File: config.mk
export PLATFORM = sky130hd
export DESIGN_NAME = pulse_train_generator_flat
export DESIGN_NICKNAME = d
export VERILOG_FILES = /design/src/design/ptg_pkg.sv /design/src/design/ptg_cmd_if.sv /design/src/design/ptg_res_if.sv /design/src/design/ptg_regs.sv /design/src/design/ptg_core.sv /design/src/design/pulse_train_generator.sv /design/src/flat_wrapper.sv
export SDC_FILE = /design/constraint.sdc
export NUM_CORES = 1
export LEC_CHECK = 0
export BUFFER_PORTS_ARGS = -buffer_cell sky130_fd_sc_hd__buf_2
export CORE_MARGIN = 4
export CORE_UTILIZATION = 45
export DETAILED_ROUTE_END_ITERATION = 10
export GPL_TIMING_DRIVEN = 0
export MAX_ROUTING_LAYER = met4
export PLACE_DENSITY = 0.74
export SLEW_MARGIN = 20
export SYNTH_ARGS = -nofsm -noshare
export SYNTH_HDL_FRONTEND = slang
export SYNTH_SLANG_ARGS = --single-unit
File: constraint.sdc
create_clock -name clk_i -period 13 [get_ports clk_i]
set_clock_uncertainty 0.15 [all_clocks]
set_input_delay 0 -clock clk_i [delete_from_list [all_inputs] [get_ports clk_i]]
set_output_delay 0 -clock clk_i [all_outputs]
set_load 0.01 [all_outputs]
File: src/design/ptg_pkg.sv
`timescale 1ns / 1ps
// ----------------------------------------------------------------------------
// ptg_pkg - shared types and constants of the pulse train generator
// Command codes, register map and the configuration bundle.
// ----------------------------------------------------------------------------
package ptg_pkg;

  typedef enum logic [1:0] {
    CMD_SERVICE = 2'd0,
    CMD_TRIGGER = 2'd1,
    CMD_CANCEL  = 2'd2
  } cmd_e;

  localparam int unsigned CMD_W      = 2;
  localparam int unsigned TOTAL_W    = 16;
  localparam int unsigned DUR_W      = 32;
  localparam int unsigned INDEX_W    = 16;
  localparam int unsigned APB_DATA_W = 32;
  localparam int unsigned APB_ADDR_W = 4;

  // Register index, taken from paddr[3:2]
  typedef enum logic [1:0] {
    REG_CYCLE_TOTAL = 2'd0,
    REG_FIRST_DELAY = 2'd1,
    REG_HIGH_TIME   = 2'd2,
    REG_LOW_TIME    = 2'd3
  } reg_e;

  typedef struct packed {
    logic [TOTAL_W-1:0] cycle_total;
    logic [DUR_W-1:0]   first_delay;
    logic [DUR_W-1:0]   high_time;
    logic [DUR_W-1:0]   low_time;
  } cfg_t;

endpackage

File: src/design/ptg_cmd_if.sv
`timescale 1ns / 1ps
// ----------------------------------------------------------------------------
// ptg_cmd_if - command channel
// Valid/ready channel carrying one command word and the current tick.
// ----------------------------------------------------------------------------
interface ptg_cmd_if #(
  parameter int unsigned TICK_BITS = 32
);
  logic                        valid;
  logic                        ready;
  logic [ptg_pkg::CMD_W-1:0]   command;
  logic [TICK_BITS-1:0]        now_tick;

  modport source (output valid, output command, output now_tick, input ready);
  modport sink   (input valid, input command, input now_tick, output ready);
endinterface

File: src/design/ptg_res_if.sv
`timescale 1ns / 1ps
// ----------------------------------------------------------------------------
// ptg_res_if - result channel
// Valid/ready channel carrying one result word per command.
// ----------------------------------------------------------------------------
interface ptg_res_if;
  logic                        valid;
  logic                        ready;
  logic                        level;
  logic                        toggled;
  logic [ptg_pkg::INDEX_W-1:0] cycle_index;
  logic                        busy_res;

  modport source (output valid, output level, output toggled, output cycle_index,
                  output busy_res, input ready);
  modport sink   (input valid, input level, input toggled, input cycle_index,
                  input busy_res, output ready);
endinterface

File: src/design/ptg_regs.sv
`timescale 1ns / 1ps
// ----------------------------------------------------------------------------
// ptg_regs - configuration register file
// APB-style write/read of cycle total, first delay, high and low time.
// ----------------------------------------------------------------------------
module ptg_regs (
  input  logic                               clk_i,
  input  logic                               rst_ni,
  input  logic                               psel,
  input  logic                               penable,
  input  logic                               pwrite,
  input  logic [ptg_pkg::APB_ADDR_W-1:0]     paddr,
  input  logic [ptg_pkg::APB_DATA_W-1:0]     pwdata,
  output logic [ptg_pkg::APB_DATA_W-1:0]     prdata,
  output logic                               pready,
  output ptg_pkg::cfg_t                      cfg_o
);

  ptg_pkg::cfg_t cfg_q;
  ptg_pkg::reg_e sel;
  logic          wr_en;

  assign pready = 1'b1;
  assign sel    = ptg_pkg::reg_e'(paddr[3:2]);
  assign wr_en  = psel & penable & pwrite;
  assign cfg_o  = cfg_q;

  always_ff @(posedge clk_i or negedge rst_ni) begin
    if (!rst_ni) begin
      cfg_q <= '0;
    end else if (wr_en) begin
      unique case (sel)
        ptg_pkg::REG_CYCLE_TOTAL: cfg_q.cycle_total <= pwdata[ptg_pkg::TOTAL_W-1:0];
        ptg_pkg::REG_FIRST_DELAY: cfg_q.first_delay <= pwdata[ptg_pkg::DUR_W-1:0];
        ptg_pkg::REG_HIGH_TIME:   cfg_q.high_time   <= pwdata[ptg_pkg::DUR_W-1:0];
        ptg_pkg::REG_LOW_TIME:    cfg_q.low_time    <= pwdata[ptg_pkg::DUR_W-1:0];
        default: ;
      endcase
    end
  end

  always_comb begin
    unique case (sel)
      ptg_pkg::REG_CYCLE_TOTAL: prdata = ptg_pkg::APB_DATA_W'(cfg_q.cycle_total);
      ptg_pkg::REG_FIRST_DELAY: prdata = ptg_pkg::APB_DATA_W'(cfg_q.first_delay);
      ptg_pkg::REG_HIGH_TIME:   prdata = ptg_pkg::APB_DATA_W'(cfg_q.high_time);
      ptg_pkg::REG_LOW_TIME:    prdata = ptg_pkg::APB_DATA_W'(cfg_q.low_time);
      default:                  prdata = '0;
    endcase
  end

endmodule

File: src/design/ptg_core.sv
`timescale 1ns / 1ps
// ----------------------------------------------------------------------------
// ptg_core - pulse train channel datapath
// Input register, train state update and result register in one pass.
// ----------------------------------------------------------------------------
module ptg_core #(
  parameter int unsigned TICK_BITS  = 32,
  parameter int unsigned CYCLE_BITS = 16
) (
  input  logic          clk_i,
  input  logic          rst_ni,
  input  ptg_pkg::cfg_t cfg_i,
  ptg_cmd_if.sink       cmd_i,
  ptg_res_if.source     res_o
);

  localparam int unsigned CMP_W = (TICK_BITS > ptg_pkg::DUR_W) ? TICK_BITS : ptg_pkg::DUR_W;
  localparam int unsigned CNT_W = (CYCLE_BITS > ptg_pkg::TOTAL_W) ? CYCLE_BITS
                                                                    : ptg_pkg::TOTAL_W;

  // input register
  logic                      in_valid_q;
  logic [ptg_pkg::CMD_W-1:0] cmd_q;
  logic [TICK_BITS-1:0]      tick_q;

  // train state
  logic                  running_q, running_d;
  logic                  level_q, level_d;
  logic [CYCLE_BITS-1:0] count_q, count_d;
  logic [TICK_BITS-1:0]  edge_q, edge_d;

  // result register
  logic                        out_valid_q;
  logic                        toggled_q, toggled_d;
  logic [ptg_pkg::INDEX_W-1:0] index_q, index_d;

  logic                  advance;
  logic [TICK_BITS-1:0]  elapsed;
  logic [ptg_pkg::DUR_W-1:0] dur;
  logic [CYCLE_BITS-1:0] count_inc;

  assign advance     = in_valid_q & (~out_valid_q | res_o.ready);
  assign cmd_i.ready = ~in_valid_q | advance;

  assign elapsed   = tick_q - edge_q;
  assign count_inc = count_q + CYCLE_BITS'(1);

  always_comb begin
    if (level_q) begin
      dur = cfg_i.high_time;
    end else if (count_q == '0) begin
      dur = cfg_i.first_delay;
    end else begin
      dur = cfg_i.low_time;
    end
  end

  always_comb begin
    running_d = running_q;
    level_d   = level_q;
    count_d   = count_q;
    edge_d    = edge_q;
    toggled_d = 1'b0;
    index_d   = '0;
    case (cmd_q)
      ptg_pkg::CMD_TRIGGER: begin
        if (cfg_i.cycle_total != '0) begin
          running_d = 1'b1;
          level_d   = 1'b0;
          count_d   = '0;
          edge_d    = tick_q;
        end
      end
      ptg_pkg::CMD_CANCEL: begin
        running_d = 1'b0;
      end
      ptg_pkg::CMD_SERVICE: begin
        if (running_q && (CMP_W'(elapsed) >= CMP_W'(dur))) begin
          level_d   = ~level_q;
          edge_d    = tick_q;
          toggled_d = 1'b1;
          index_d   = ptg_pkg::INDEX_W'(count_q);
          // falling edge closes the cycle
          if (level_q) begin
            count_d = count_inc;
            if (CNT_W'(count_inc) >= CNT_W'(cfg_i.cycle_total)) begin
              running_d = 1'b0;
            end
          end
        end
      end
      default: ;
    endcase
  end

  always_ff @(posedge clk_i or negedge rst_ni) begin
    if (!rst_ni) begin
      in_valid_q  <= 1'b0;
      out_valid_q <= 1'b0;
      running_q   <= 1'b0;
      level_q     <= 1'b0;
      count_q     <= '0;
      edge_q      <= '0;
    end else begin
      if (cmd_i.ready) begin
        in_valid_q <= cmd_i.valid;
      end
      if (advance) begin
        out_valid_q <= 1'b1;
        running_q   <= running_d;
        level_q     <= level_d;
        count_q     <= count_d;
        edge_q      <= edge_d;
      end else if (res_o.ready) begin
        out_valid_q <= 1'b0;
      end
    end
  end

  always_ff @(posedge clk_i) begin
    if (cmd_i.ready && cmd_i.valid) begin
      cmd_q  <= cmd_i.command;
      tick_q <= cmd_i.now_tick;
    end
    if (advance) begin
      toggled_q <= toggled_d;
      index_q   <= index_d;
    end
  end

  // state only moves when a result is loaded, so it doubles as the payload
  assign res_o.valid       = out_valid_q;
  assign res_o.level       = level_q;
  assign res_o.busy_res    = running_q;
  assign res_o.toggled     = toggled_q;
  assign res_o.cycle_index = index_q;

endmodule

File: src/design/pulse_train_generator.sv
`timescale 1ns / 1ps
// ----------------------------------------------------------------------------
// pulse_train_generator - one pulse train channel
// Commands carrying the current tick start, service or cancel a train of
// high/low cycles; every command returns one result word.
// ----------------------------------------------------------------------------
//  channel   direction  word                                        handshake
//  cmd_i     in         command, now_tick                           valid/ready
//  res_o     out        level, toggled, cycle_index, busy_res       valid/ready
//  apb       in/out     cycle_total, first_delay, high/low time     psel/penable
//
//  A command is taken into the input register, evaluated against the train
//  state and loaded into the result register; one command per cycle is
//  sustained while the result register is free or its word is taken.
//  Reset clears the train state, the configuration registers and both valid flags.
//  A stalled result holds the input register; a free result register lets a
//  new command in every cycle.
// ----------------------------------------------------------------------------
module pulse_train_generator #(
  parameter int unsigned TICK_BITS  = 32,
  parameter int unsigned CYCLE_BITS = 16
) (
  input  logic                           clk_i,
  input  logic                           rst_ni,
  // configuration port
  input  logic                           psel,
  input  logic                           penable,
  input  logic                           pwrite,
  input  logic [ptg_pkg::APB_ADDR_W-1:0] paddr,
  input  logic [ptg_pkg::APB_DATA_W-1:0] pwdata,
  output logic [ptg_pkg::APB_DATA_W-1:0] prdata,
  output logic                           pready,
  // streams
  ptg_cmd_if.sink                        cmd_i,
  ptg_res_if.source                      res_o
);

  ptg_pkg::cfg_t cfg;

  // Hold configuration; registers are read live by the datapath.
  ptg_regs u_regs (
    .clk_i   (clk_i),
    .rst_ni  (rst_ni),
    .psel    (psel),
    .penable (penable),
    .pwrite  (pwrite),
    .paddr   (paddr),
    .pwdata  (pwdata),
    .prdata  (prdata),
    .pready  (pready),
    .cfg_o   (cfg)
  );

  // Advance the train one command per cycle while results are taken.
  ptg_core #(
    .TICK_BITS  (TICK_BITS),
    .CYCLE_BITS (CYCLE_BITS)
  ) u_core (
    .clk_i  (clk_i),
    .rst_ni (rst_ni),
    .cfg_i  (cfg),
    .cmd_i  (cmd_i),
    .res_o  (res_o)
  );

  // A rising edge never ends a train.
  a_rise_keeps_busy: assert property (@(posedge clk_i) disable iff (!rst_ni)
    (res_o.valid && res_o.toggled && res_o.level) |-> res_o.busy_res)
    else $error("train stopped on a rising edge");

  // The cycle index is reported only with a toggle.
  a_index_only_on_toggle: assert property (@(posedge clk_i) disable iff (!rst_ni)
    (res_o.valid && !res_o.toggled) |-> (res_o.cycle_index == '0))
    else $error("cycle index without toggle");

  // Hold a refused result word until it is taken.
  a_stall_backpressure: assert property (@(posedge clk_i) disable iff (!rst_ni)
    (res_o.valid && !res_o.ready && !cmd_i.ready) |=> (res_o.valid))
    else $error("result dropped under stall");

  // A cancel always leaves the train stopped.
  a_cancel_stops: assert property (@(posedge clk_i) disable iff (!rst_ni)
    (u_core.advance && (u_core.cmd_q == ptg_pkg::CMD_CANCEL)) |=> !res_o.busy_res)
    else $error("cancel did not stop train");

endmodule

File: src/flat_wrapper.sv
// flat-port wrapper written by rule: the top's interface ports become plain ports
module pulse_train_generator_flat 
#(
  parameter int unsigned TICK_BITS  = 32,
  parameter int unsigned CYCLE_BITS = 16
)
  (clk_i, rst_ni, psel, penable, pwrite, paddr, pwdata, prdata, pready, cmd_i_valid, cmd_i_command, cmd_i_now_tick, cmd_i_ready, res_o_valid, res_o_level, res_o_toggled, res_o_cycle_index, res_o_busy_res, res_o_ready);
  ptg_cmd_if #(.TICK_BITS(TICK_BITS)) cmd_i_i ();
  ptg_res_if res_o_i ();
  input  logic clk_i;
  input  logic rst_ni;
  input  logic psel;
  input  logic penable;
  input  logic pwrite;
  input  logic [ptg_pkg::APB_ADDR_W-1:0] paddr;
  input  logic [ptg_pkg::APB_DATA_W-1:0] pwdata;
  output logic [ptg_pkg::APB_DATA_W-1:0] prdata;
  output logic pready;
  input wire logic [$bits(cmd_i_i.valid)-1:0] cmd_i_valid;
  input wire logic [$bits(cmd_i_i.command)-1:0] cmd_i_command;
  input wire logic [$bits(cmd_i_i.now_tick)-1:0] cmd_i_now_tick;
  output wire logic [$bits(cmd_i_i.ready)-1:0] cmd_i_ready;
  output wire logic [$bits(res_o_i.valid)-1:0] res_o_valid;
  output wire logic [$bits(res_o_i.level)-1:0] res_o_level;
  output wire logic [$bits(res_o_i.toggled)-1:0] res_o_toggled;
  output wire logic [$bits(res_o_i.cycle_index)-1:0] res_o_cycle_index;
  output wire logic [$bits(res_o_i.busy_res)-1:0] res_o_busy_res;
  input wire logic [$bits(res_o_i.ready)-1:0] res_o_ready;
  assign cmd_i_i.valid = cmd_i_valid;
  assign cmd_i_i.command = cmd_i_command;
  assign cmd_i_i.now_tick = cmd_i_now_tick;
  assign cmd_i_ready = cmd_i_i.ready;
  assign res_o_valid = res_o_i.valid;
  assign res_o_level = res_o_i.level;
  assign res_o_toggled = res_o_i.toggled;
  assign res_o_cycle_index = res_o_i.cycle_index;
  assign res_o_busy_res = res_o_i.busy_res;
  assign res_o_i.ready = res_o_ready;
  pulse_train_generator #(.TICK_BITS(TICK_BITS), .CYCLE_BITS(CYCLE_BITS)) u_core (.clk_i(clk_i), .rst_ni(rst_ni), .psel(psel), .penable(penable), .pwrite(pwrite), .paddr(paddr), .pwdata(pwdata), .prdata(prdata), .pready(pready), .cmd_i(cmd_i_i), .res_o(res_o_i));
endmodule
==> results by group <==
Worst setup path
  • Crit path from: u_core.u_core.tick_q[0]
  • Startpoint types: flop
  • Kind of critical path: reg2reg
  • Maximum fanout count along the critical path: 10
  • WP data arrival: 6.22 ns
  • Start of the worst register-to-register path: u_core.u_core.tick_q[0]
  • Capturing element type of the critical path: flop
  • Required arrival time at the worst endpoint: roughly 13 ns

Layout
  • Final-layout fill cell count: around 2,200
  • Multi-input gate area in the final layout: about 6300 um2
  • Count of nets after finishing: between 1,000 and 1,500
  • Number of non-filler instances in the completed layout: ~1,700
  • Most frequent cells in the layout: sky130_fd_sc_hd__dfrtp_1, sky130_fd_sc_hd__mux2_2, sky130_fd_sc_hd__buf_2
  • Most common library cell in the layout ignoring fill and taps: sky130_fd_sc_hd__dfrtp_1
  • Layout cell share with drive strength beyond 1: 26.20%
  • Combined flip-flop and latch cell area: approximately 5600 um2
  • Final cell utilization of the core: between 50% and 60%
  • Area added between synthesis and finish: 22.29%

Yosys
  • Cell taking the most area after synthesis: sky130_fd_sc_hd__dfrtp_1
  • EDFF count, synth: 51
  • Fraction of the yosys area taken by sequential cells: ~45%
  • Number of different library cells in the post-synthesis netlist: 67
  • Multiplexer share of the synthesized area: between 10% and 20%
  • Number of warnings issued by yosys: 0
  • Adder-cell share of the synthesized area: ~8.3%
  • Top-area cell type share of the netlist area: 33.12%
  • Post-synth design cell area: around 12,000 um2
  • Share of flip-flops with an asynchronous set or reset: 76.28%
  • XOR/XNOR share of the synthesized area: under 10%
  • Ranking of synthesized cells by area: sky130_fd_sc_hd__dfrtp_1, sky130_fd_sc_hd__mux2_2, sky130_fd_sc_hd__edfxtp_1
  • Mapped Nets: between 1,000 and 1,500
  • Flip-flop and latch count after synthesis: approximately 220
  • Synthesized-area fraction occupied by and/or/nand/nor cells: roughly 8.9%
  • Syn avg cell area: 11.39 um2
  • Dominant combinational cell family by area after synthesis: multiplexers
  • Fraction of the mapped netlist area in compound gates: 11.74%
  • Cell count after synthesis: approximately 1,100
  • Most used DFF post-synth: sky130_fd_sc_hd__dfrtp_1

Die
  • Die ar.: between 30,000 and 40,000 um2
  • X dimension of the die: between 150 and 200 um
  • I/O Pins: 131
  • Chip height: between 150 and 200 um
  • CORE AREA: roughly 27,000 um2
  • Cell row count: 60
  • Effective utilization at floorplan: between 40% and 50%

STA
  • Slew HR: 35.29%
  • Final slew viol count: 0
  • Post-layout min period: roughly 6.0 ns
  • Unrepaired setup endpoints after global routing: no
  • Setup violations, final: 0
  • Transition at the pin with the smallest max-transition slack: 0.9707 ns
  • Maximum clock frequency: 167.3 MHz
  • Final Hold Violating Endpoints: 0
  • Period utilisation layout: between 40% and 50%
  • Post-Route Setup TNS: 0 ns

GRT
  • Largest net degree at the start of global routing: between 90 and 100
  • Remaining Overflow, GRT: 0
  • Wire length of the first global-routing pass: between 40 and 50 mm
  • Initial antenna violation count: 3
  • Number of global-route vias before repair: 9,283
  • Combined global-route utilization of all metal layers: between 20% and 30%

Pwr
  • Final Total Pwr: around 3.1 mW
  • Worst-case vdd ir drop: ~100 uV
  • Power per cell area: ~210 nW/um2
  • Static Leakage: just under 7 nW

Placement
  • Count of input and output buffers: about 130
  • Placed cell count: about 1,600
  • HPWL Detailed: roughly 22 mm
  • GP Congestion: between 0.9 and 1

Job
  • Max-cap violations: 0

Detailed routing
  • Final ANT Viol Nets: 0
  • Final wirelength: 30.48 mm
  • Overall via count from detail_route: between 9,000 and 10,000
  • Average wire per standard cell: between 15 and 20 um
  • Post-route DRC violation count: 0
  • Detail-routed via count per cell: 5.542
  • Drt initial violations: about 840
  • Pre-Repair DR Iteration Count: 5

Clock tree
  • Num CTS Buffers: 25
  • Clock tree buffer depth: 3
  • Later-pin clock latency in the skew report: 0.53 ns
  • Sink count of the clock tree: approximately 220
  • CTS tree: built
  • Worst-path clk slew: approximately 0.060 ns
  • Level count of the clock H-tree: 1
  • Number of gates given a new drive strength after cts: 0
  • Clock Root Buffer: sky130_fd_sc_hd__clkbuf_16

Worst hold path
  • Tightest Hold Check Type: in2reg
  • Startpoint of the tightest hold check path: cmd_i_now_tick[1]

Run status
  • Result of the run: finished clean
-- logic make-up (layout without fill, tap and decap cells) --
kind of cell / count (synthesis) / after routing
simple gates: 224 / 224
compound gates: 220 / 220
flops: 215 / 215
mux: 196 / 196
buf+inv: 113 / 361
fa+ha+maj: 82 / 82
xor+xnor: 37 / 37
other cells: 1 / 4
-- cell usage after synthesis, types with 12 or more instances --
library cell,instances
sky130_fd_sc_hd__a21o_1,31
sky130_fd_sc_hd__a21oi_1,71
sky130_fd_sc_hd__a22o_1,23
sky130_fd_sc_hd__and2_1,20
sky130_fd_sc_hd__buf_1,15
sky130_fd_sc_hd__clkbuf_1,30
sky130_fd_sc_hd__dfrtp_1,164
sky130_fd_sc_hd__edfxtp_1,51
sky130_fd_sc_hd__ha_1,81
sky130_fd_sc_hd__inv_1,60
sky130_fd_sc_hd__mux2_2,142
sky130_fd_sc_hd__mux2i_1,32
sky130_fd_sc_hd__mux4_2,16
sky130_fd_sc_hd__nand2_1,45
sky130_fd_sc_hd__nand3_1,17
sky130_fd_sc_hd__nand4_1,12
sky130_fd_sc_hd__nor2_1,68
sky130_fd_sc_hd__o21ai_0,41
sky130_fd_sc_hd__xnor2_1,25
sky130_fd_sc_hd__xor2_1,12
-- path summary, 6_finish.rpt --
| path | to | slack [ns] | cells after the start |
|---|---|---|---|
| max | u_core.u_core.edge_q[22] | 7.02 | 22 |
| min reg2reg | u_core.u_core.res_o.valid | 0.34 | 1 |
| max reg2reg | u_core.u_core.edge_q[22] | 7.02 | 22 |
| min in group asynchronous | u_core.u_regs.cfg_o[93] | 0.47 | 4 |
| min | u_core.u_core.tick_q[1] | 0.03 | 2 |
| max in group asynchronous | u_core.u_core.edge_q[5] | 11.79 | 4 |
-- stage by stage --
stage	area [um2]	hold slack [ns]	setup WS (ns)
floorplan	12390	-0.4456	8.321
global placement	13440	0.02620	7.128
detailed placement	13500	-0.1529	7.069
CTS	15150	0.01101	7.026
global route	15150	0.02245	6.636
finish	15150	0.02856	7.023
-- critical path, cell delays in order (launching register included) --
cell and delay [ns]:
sky130_fd_sc_hd__edfxtp_1 0.38, sky130_fd_sc_hd__inv_1 0.07, sky130_fd_sc_hd__ha_1 0.18, sky130_fd_sc_hd__inv_1 0.07
sky130_fd_sc_hd__fa_1 0.43, sky130_fd_sc_hd__a211oi_1 0.31, sky130_fd_sc_hd__o21ai_0 0.22, sky130_fd_sc_hd__nand4b_1 0.24
sky130_fd_sc_hd__o2bb2ai_1 0.16, sky130_fd_sc_hd__o31ai_1 0.45, sky130_fd_sc_hd__o21ai_0 0.16, sky130_fd_sc_hd__a21oi_1 0.19
sky130_fd_sc_hd__xnor2_1 0.12, sky130_fd_sc_hd__ha_1 0.32, sky130_fd_sc_hd__nand4_1 0.12, sky130_fd_sc_hd__or3_1 0.43
sky130_fd_sc_hd__nor3_1 0.27, sky130_fd_sc_hd__o31ai_1 0.22, sky130_fd_sc_hd__and2_1 0.22, sky130_fd_sc_hd__buf_6 0.13
sky130_fd_sc_hd__o21ai_4 0.39, sky130_fd_sc_hd__buf_6 0.25, sky130_fd_sc_hd__mux2_2 0.35
-- where the power goes --
part / switching, mW / internal [mW] / total, mW
Combinational: 0.772 / 0.690 / 1.46
Clock: 0.277 / 0.463 / 0.740
Sequential: 0.101 / 0.844 / 0.945
-- area by class of cell --
type                       instances  share of cell area [%]
sequential                       215                   37.19
timing repair buffer             203                   9.643
inverter                          60                   1.486
clock buffer                      32                   4.434
clock inverter                    13                   1.280
multi-input combinational        760                   41.55
tap                              341                   2.815
buffer                            53                   1.560
antenna                            3                 0.04954
-- sequential cells by signal, indices dropped and copies added (netlist names) --
register,flops
u_core.u_regs.cfg_o,112
u_core.u_core.edge_q,32
u_core.u_core.tick_q,32
u_core.u_core.count_q,16
u_core.u_core.res_o.cycle_index,16
u_core.u_core.cmd_q,2
u_core.u_core.in_valid_q,1
u_core.u_core.res_o.busy_res,1
u_core.u_core.res_o.level,1
u_core.u_core.res_o.toggled,1
u_core.u_core.res_o.valid,1
-- per-layer routing --
layer | part of all wire (%) | up-vias | GRT usage (%)
li1 | - | 4451 | -
met1 | 45 | 4525 | 27.36
met2 | 47 | 285 | 32.82
met3 | 5.6 | 50 | 3.132
met4 | 2.1 | 0 | 4.883
met5 | 0 | - | -
-- repair_timing --
item	4_1_cts	5_1_grt
buffers inserted	0	0
hold buffers	76	0
hold endpoints to repair	314	0
Power figures use the tool's default switching activity.
